[src/design/ugww_pkg.sv]
package ugww_pkg;

  localparam int unsigned POS_W   = 17;
  localparam int unsigned START_W = 16;
  localparam int unsigned WIDTH_W = 10;

  localparam logic [POS_W-1:0]   MAX_UNIT_BYTES = 17'd65536;
  localparam logic [START_W-1:0] MAX_START      = 16'd65535;
  localparam logic [WIDTH_W-1:0] WIDTH_RESET    = 10'd80;

  localparam logic [7:0] CH_LF = 8'h0A;
  localparam logic [7:0] CH_CR = 8'h0D;
  localparam logic [7:0] CH_SP = 8'h20;

  typedef struct packed {
    logic [7:0] text_byte;
    logic       verse_mode;
    logic       last_byte;
  } item_t;

  typedef struct packed {
    logic [START_W-1:0] line_start;
    logic [POS_W-1:0]   line_end;
    logic               line_is_verse;
    logic               last_line;
  } res_t;

  typedef struct packed {
    logic [1:0] count;
    res_t       first;
    res_t       second;
  } push_t;

endpackage

[src/design/utf8_greedy_word_wrap.sv]
// Channel   Direction  Payload            Handshake
// in        input      ugww_pkg::item_t   in_valid / in_stall
// out       output     ugww_pkg::res_t    out_valid / out_stall
// cfg       input      line_width (10b)   cfg_we / cfg_wdata
//
// One byte per cycle unless stalled: each item is held in the input register,
// then the wrap logic updates its counters and queues zero, one or two lines.
// A four-entry result queue drains one line per cycle unless out_stall is
// high; the input register holds while fewer than two queue slots are free.
// Reset (rst, synchronous) clears the unit state and sets line_width to 80.
module utf8_greedy_word_wrap (
  input  logic                         clk,
  input  logic                         rst,
  input  logic                         in_valid,
  output logic                         in_stall,
  input  ugww_pkg::item_t              in_item,
  output logic                         out_valid,
  input  logic                         out_stall,
  output ugww_pkg::res_t               out_item,
  input  logic                         cfg_we,
  input  logic [ugww_pkg::WIDTH_W-1:0] cfg_wdata
);

  ugww_pkg::item_t hold_item;
  logic            hold_valid;
  logic            room;
  logic            fire;
  ugww_pkg::push_t push;

  assign fire     = hold_valid && room;
  assign in_stall = hold_valid && !room;

  always_ff @(posedge clk) begin
    if (in_valid && !in_stall) begin
      hold_item <= in_item;
    end
  end

  always_ff @(posedge clk) begin
    if (rst) begin
      hold_valid <= 1'b0;
    end else begin
      hold_valid <= (in_valid && !in_stall) || (hold_valid && !fire);
    end
  end

  ugww_core u_core (
    .clk       (clk),
    .rst       (rst),
    .fire      (fire),
    .item      (hold_item),
    .cfg_we    (cfg_we),
    .cfg_wdata (cfg_wdata),
    .push      (push)
  );

  ugww_outq u_outq (
    .clk       (clk),
    .rst       (rst),
    .push      (fire ? push : '0),
    .room      (room),
    .out_valid (out_valid),
    .out_stall (out_stall),
    .out_item  (out_item)
  );

`ifndef SYNTHESIS
  a_empty_no_stall: assert property (@(posedge clk) disable iff (rst)
    !hold_valid |-> !in_stall)
    else $error("input stalled with empty input register");

  a_push_shows: assert property (@(posedge clk) disable iff (rst)
    fire && push.count != 2'd0 |=> out_valid)
    else $error("queued line not presented");

  a_last_emits: assert property (@(posedge clk) disable iff (rst)
    fire && hold_item.last_byte |-> push.count != 2'd0)
    else $error("unit end produced no line");
`endif

endmodule

[src/design/ugww_core.sv]
module ugww_core (
  input  logic                           clk,
  input  logic                           rst,
  input  logic                           fire,
  input  ugww_pkg::item_t                item,
  input  logic                           cfg_we,
  input  logic [ugww_pkg::WIDTH_W-1:0]   cfg_wdata,
  output ugww_pkg::push_t                push
);

  typedef struct packed {
    logic [ugww_pkg::POS_W-1:0]   byte_position;
    logic [ugww_pkg::START_W-1:0] line_start;
    logic [ugww_pkg::WIDTH_W-1:0] visual_count;
    logic [ugww_pkg::POS_W-1:0]   break_offset;
    logic [ugww_pkg::WIDTH_W-1:0] count_at_break;
    logic                         break_seen;
    logic                         full_pending;
    logic                         skip_linefeed;
    logic                         line_closed;
  } state_t;

  function automatic logic [ugww_pkg::POS_W-1:0] sat_end(
    input logic [ugww_pkg::POS_W:0] v
  );
    logic [ugww_pkg::POS_W:0] top;
    top = {1'b0, ugww_pkg::MAX_UNIT_BYTES};
    return (v > top) ? ugww_pkg::MAX_UNIT_BYTES : v[ugww_pkg::POS_W-1:0];
  endfunction

  function automatic logic [ugww_pkg::START_W-1:0] sat_start(
    input logic [ugww_pkg::POS_W-1:0] v
  );
    return (v > {1'b0, ugww_pkg::MAX_START}) ? ugww_pkg::MAX_START
                                             : v[ugww_pkg::START_W-1:0];
  endfunction

  state_t                       st;
  state_t                       st_next;
  logic [ugww_pkg::WIDTH_W-1:0] line_width;

  logic [7:0]                   b;
  logic                         v;
  logic                         lead;
  logic [ugww_pkg::WIDTH_W-1:0] w;
  logic [ugww_pkg::POS_W-1:0]   p;
  logic [ugww_pkg::POS_W-1:0]   p_inc;
  logic [ugww_pkg::POS_W-1:0]   brk_next;
  logic [ugww_pkg::POS_W-1:0]   next_start;
  logic [ugww_pkg::POS_W-1:0]   tail_next;
  logic [ugww_pkg::WIDTH_W-1:0] rem;
  logic                         early;
  logic                         pre_en;
  logic                         a_en;
  logic                         b_en;
  ugww_pkg::res_t               pre_res;
  ugww_pkg::res_t               a_res;
  ugww_pkg::res_t               b_res;

  always_comb begin
    b        = item.text_byte;
    v        = item.verse_mode;
    lead     = (b[7:6] != 2'b10);
    w        = (line_width == '0) ? ugww_pkg::WIDTH_W'(1) : line_width;
    p        = st.byte_position;
    p_inc    = sat_end({1'b0, p} + 1'b1);
    brk_next = v ? sat_end({1'b0, st.break_offset} + 1'b1) : st.break_offset;
    rem      = (st.visual_count >= st.count_at_break) ?
               st.visual_count - st.count_at_break : '0;
    st_next  = st;
    early    = 1'b0;
    pre_en   = 1'b0;
    a_en     = 1'b0;
    b_en     = 1'b0;
    pre_res  = '{line_start: st.line_start, line_end: st.break_offset,
                 line_is_verse: v, last_line: 1'b0};
    a_res    = pre_res;
    b_res    = pre_res;
    next_start = p;
    tail_next  = '0;

    if (st.line_closed) begin
      if (st.skip_linefeed && b == ugww_pkg::CH_LF) begin
        early                 = 1'b1;
        st_next.skip_linefeed = 1'b0;
        st_next.byte_position = p_inc;
        if (item.last_byte) begin
          pre_en            = 1'b1;
          pre_res.last_line = 1'b1;
          st_next           = '0;
        end
      end else begin
        pre_en  = 1'b1;
        st_next = '0;
        st_next.byte_position = p;
        st_next.line_start    = sat_start(p);
      end
    end else if (st.full_pending && lead) begin
      pre_en = 1'b1;
      if (st.break_seen) begin
        next_start = brk_next;
      end else begin
        pre_res.line_end = p;
        rem              = '0;
      end
      st_next = '0;
      st_next.byte_position = p;
      st_next.line_start    = sat_start(next_start);
      st_next.visual_count  = rem;
    end

    if (!early) begin
      if (v) begin
        if (b == ugww_pkg::CH_CR || b == ugww_pkg::CH_LF) begin
          st_next.break_offset  = p;
          st_next.line_closed   = 1'b1;
          st_next.skip_linefeed = (b == ugww_pkg::CH_CR);
        end else if (lead) begin
          st_next.visual_count = st_next.visual_count + 1'b1;
          if (b == ugww_pkg::CH_SP) begin
            st_next.break_offset   = p;
            st_next.count_at_break = st_next.visual_count;
            st_next.break_seen     = 1'b1;
          end
        end
      end else if (lead && b != ugww_pkg::CH_CR) begin
        st_next.visual_count = st_next.visual_count + 1'b1;
        if (b == ugww_pkg::CH_SP || b == ugww_pkg::CH_LF) begin
          st_next.break_offset   = p_inc;
          st_next.count_at_break = st_next.visual_count;
          st_next.break_seen     = 1'b1;
        end
      end
      if (!st_next.line_closed && st_next.visual_count >= w) begin
        st_next.full_pending = 1'b1;
      end
      st_next.byte_position = p_inc;

      a_res = '{line_start: st_next.line_start, line_end: st_next.break_offset,
                line_is_verse: v, last_line: 1'b1};
      tail_next = v ? sat_end({1'b0, st_next.break_offset} + 1'b1)
                    : st_next.break_offset;
      b_res = '{line_start: sat_start(tail_next), line_end: p_inc,
                line_is_verse: v, last_line: 1'b1};
      if (item.last_byte) begin
        a_en = 1'b1;
        if (st_next.line_closed) begin
          a_res.last_line = 1'b1;
        end else if (st_next.visual_count >= w && st_next.break_seen) begin
          if (tail_next < p_inc) begin
            a_res.last_line = 1'b0;
            b_en            = 1'b1;
          end
        end else begin
          a_res.line_end = p_inc;
        end
        st_next = '0;
      end
    end

    push.count  = 2'(pre_en) + 2'(a_en) + 2'(b_en);
    if (push.count == 2'd3) begin
      push.count = 2'd2;
    end
    push.first  = pre_en ? pre_res : a_res;
    push.second = (pre_en && a_en) ? a_res : b_res;
  end

  always_ff @(posedge clk) begin
    if (rst) begin
      st         <= '0;
      line_width <= ugww_pkg::WIDTH_RESET;
    end else begin
      if (fire) begin
        st <= st_next;
      end
      if (cfg_we) begin
        line_width <= cfg_wdata;
      end
    end
  end

endmodule

[src/design/ugww_outq.sv]
module ugww_outq (
  input  logic            clk,
  input  logic            rst,
  input  ugww_pkg::push_t push,
  output logic            room,
  output logic            out_valid,
  input  logic            out_stall,
  output ugww_pkg::res_t  out_item
);

  ugww_pkg::res_t mem [4];
  logic [1:0]     wr_ptr;
  logic [1:0]     rd_ptr;
  logic [2:0]     count;
  logic           pop;

  assign out_valid = (count != '0);
  assign pop       = out_valid && !out_stall;
  assign room      = (count <= 3'd2);
  assign out_item  = mem[rd_ptr];

  always_ff @(posedge clk) begin
    if (push.count != 2'd0) begin
      mem[wr_ptr] <= push.first;
    end
    if (push.count == 2'd2) begin
      mem[wr_ptr + 2'd1] <= push.second;
    end
  end

  always_ff @(posedge clk) begin
    if (rst) begin
      wr_ptr <= '0;
      rd_ptr <= '0;
      count  <= '0;
    end else begin
      wr_ptr <= wr_ptr + push.count;
      rd_ptr <= rd_ptr + 2'(pop);
      count  <= count + 3'(push.count) - 3'(pop);
    end
  end

endmodule
[config.mk]
export PLATFORM = sky130hd
export DESIGN_NAME = utf8_greedy_word_wrap
export DESIGN_NICKNAME = d
export VERILOG_FILES = /design/src/design/ugww_pkg.sv /design/src/design/utf8_greedy_word_wrap.sv /design/src/design/ugww_core.sv /design/src/design/ugww_outq.sv
export SDC_FILE = /design/constraint.sdc
export NUM_CORES = 1
export LEC_CHECK = 0
export ABC_AREA = 1
export BUFFER_PORTS_ARGS = -buffer_cell sky130_fd_sc_hd__buf_2
export CORE_ASPECT_RATIO = 0.6
export CORE_MARGIN = 2
export CORE_UTILIZATION = 50
export DETAILED_ROUTE_END_ITERATION = 10
export HOLD_SLACK_MARGIN = 0.12
export PLACE_DENSITY = 0.66
export RECOVER_POWER = 50
export SLEW_MARGIN = 40
export SYNTH_ARGS = -nofsm -noshare
export SYNTH_HDL_FRONTEND = slang
export SYNTH_HIERARCHICAL = 1
export SYNTH_SLANG_ARGS = --single-unit
export TNS_END_PERCENT = 20
[constraint.sdc]
create_clock -name clk -period 12.6 [get_ports clk]
set_input_delay 0.63 -clock clk [delete_from_list [all_inputs] [get_ports clk]]
set_output_delay 0.63 -clock clk [all_outputs]
set_load 0.02 [all_outputs]
==> run metrics <==
ys async rst share 0%; Final WS setup approximately 1.8 ns; Flop pwr share 34.8%; synth unique cells 66; total grt overflow 0; failing checks max-capacitance violations, max-slew violations; clock skew 0.0205 ns; Max Fclk slightly above 90 MHz; cell count after synthesis approximately 2700; final WL 72600 µm; Starting Density 51.1%; biggest area consumer among synthesized cells edfxtp_1; total number of vias about 19000; global-route wire length before repair 109000 µm; chip width ~250 µm; crit path capture type flip-flop; Final Max Slew Viols 287; top cells by count, synth 586 x nand2_1, 322 x inv_1, 295 x nor2_1; non-filler cells, final about 3100; Final Critical Period between 10 and 15 ns; fraction of layout cells with a size suffix above 1 10.4%; DRC 0; setup violators final 0; syn avg cell area roughly 7.0 µm²; critical path data required time between 10 and 15 ns; total I/O pin count slightly above 60; Slowest-stage cell, CP nand2_1; Pleak roughly 0.0075 µW; status finished, violations left; cells on worst reg2reg path 42; Comb pwr share roughly 36%; final HPWL from detailed placement around 54000 µm; crit path launch type flip-flop; Clock Path Buffers 3; mapped cell area ~19000 µm²; crit path to u_outq/mem[2][8]$_DFFE_PP_; maxcap violations 5; Worst-Skew Late Latency between 0.5 and 0.6 ns; Internal Power between 1500 and 2000 µW; r2r endpoint u_outq/mem[2][8]$_DFFE_PP_; post-cts resize count 0; Via density approximately 6.1; Die H approximately 150 µm; CP Max Fanout 38; cts hold-fix bufs 0; Yosys warnings 6; flops & latches, synth 242; overall power between 2000 and 3000 µW; Worst Tran Pin Value 3.33 ns; RD Place Congestion ~1; RSZ-0062 raised after global routing no; Peak VDD IR about 0.12 mV; crit-path most repeated cell nand2_1; postcts setup bufs 0; Wirelength per Cell approximately 23 µm; core area roughly 37000 µm²; nets around 2700; clock-pin slew on the worst setup and hold paths approximately 0.07 ns; post-synthesis sequential area ratio about a third; Worst Path Arrival 11.01 ns; num rows between 50 and 60; top-count cell post-synth nand2_1; Area Growth Syn to Fin 5.43%; # port buffers between 60 and 70; top-area cell type share of the netlist area between 20% and 30%; clock power share a little under 30%; initial antenna violation count 1; Sw Share about two fifths; slowest stage delay, CP 1.00 ns; drt pass-1 iters 7; Hold WC Path Type input pin to flip-flop; DR iter-0 viols about 2600; Worst slew margin -122%; die area around 40000 µm²; CTS tree done; CTS Root Buffer Type clkbuf_16; Critical path origin u_core/p[0]$_SDFFE_PP0P_; number of flops mapped to enable cells by yosys 150; Sum Neg Setup Slack 0 ns; largest net degree at the start of global routing 73; Switch Pwr between 1000 and 1500 µW; CTS HTree Levels 1; Cell Count Post-Placement between 3000 and 4000; reg2reg start u_core/p[0]$_SDFFE_PP0P_; Total GRT Usage approximately 37%; final worst-path cycle share between 80% and 90%; CTS sink cnt roughly 240; vias in the first global route roughly 18000; Cell Pwr Density about 140 nW/µm²; Synth area leaders edfxtp_1 24%, nand2_1 12%, dfxtp_1 9.8%; Antenna Nets Post-Route 0; clock buffer count from CTS 25; Worst Setup Path Type flip-flop to flip-flop; pre-CTS worst setup slack 2.86 ns; Final Hold Viols 0; reg2reg setup slack roughly 1.8 ns; Net Count, Synth 2743; ys flop type edfxtp_1
==> power by group through the flow <==
stage	sequential [µW]	clock, µW	combinational, µW
4_1_cts	937	801	949
5_1_grt	945	829	1050
2_1_floorplan	934	0	654
6_report	942	794	968
3_3_place_gp	953	0	939
3_5_place_dp	954	0	944
==> stage by stage <==
stage               area [µm²]  util, %  hold slack, ns
floorplan                18700        -           0.445
global placement         19000     51.9           0.452
detailed placement       19100     52.0           0.459
CTS                      19900     54.3           0.230
global route             19700     53.9           0.234
finish                   19700     53.9           0.240
==> how the worst min path moves through the flow <==
stage	startpoint	to	slack, ns	cells past startpoint
finish	in_item[0]	hold_item[0]$_DFFE_PP_	0.24	1
global route	in_item[6]	hold_item[6]$_DFFE_PP_	0.23	1
CTS	in_item[0]	hold_item[0]$_DFFE_PP_	0.23	1
detailed placement	u_core/st[5]$_SDFFE_PP0P_	u_core/st[5]$_SDFFE_PP0P_	0.46	2
global placement	u_core/st[5]$_SDFFE_PP0P_	u_core/st[5]$_SDFFE_PP0P_	0.45	2
floorplan	u_core/st[2]$_SDFFE_PP0P_	u_core/st[2]$_SDFFE_PP0P_	0.45	2
==> layer usage <==
layer	GRT usage, %	wire length (µm)
met4	5.94	1080
met1	57.2	32900
met3	15.5	11800
met5	2.61	218
met2	47.3	26600
==> worst max-delay path, delay by kind of cell (launching register included) <==
family,cells,cell delay (ns)
flip-flops,1,0.48
AO/OA/AOI/OAI,8,2.52
AND/OR/NAND/NOR,22,4.82
buffers and inverters,7,1.01
adder cells (fa/ha/maj),5,1.53
==> logic make-up after synthesis <==
family	synth area share [%]
adders and majority gates	3.26
xor gates and xnor gates	1.40
AOI/OAI and AO/OA	23.9
and+or+nand+nor	25.5
buffers and inverters	12.0
DFF	33.9
==> cell usage in the layout (no fill, tap or decap), drive strengths merged, types with 20 or more instances in the layout <==
master	n
inv	334
buf	56
nand3	92
a21oi	180
dfxtp	92
nand4	20
nand2	638
o21ai	397
clkbuf	77
a31oi	29
xor2	21
o22ai	40
o211ai	42
edfxtp	150
ha	44
nor2	319
==> layout make-up <==
| type | instances | area, µm² |
|---|---|---|
| diodes | 1 | 2.50 |
| clock buffers | 34 | 659 |
| clock inverters | 12 | 175 |
| fillers | 3706 | 16900 |
| inverters | 336 | 1260 |
| multi-input cells | 1921 | 10100 |
| flip-flops and latches | 242 | 6350 |
| well taps | 504 | 631 |
| repair buffers | 99 | 577 |
==> registers in the layout, indices dropped and copies added, names as in the netlist <==
name	cells
u_outq/mem	140
u_core/st	41
u_core/p	17
u_core/pre_res	16
hold_item	10
u_core/line_width	10
u_outq/count	3
u_outq/rd_ptr	2
u_outq/wr_ptr	2
hold_valid	1
No activity file was read; power rests on OpenSTA's default activity.
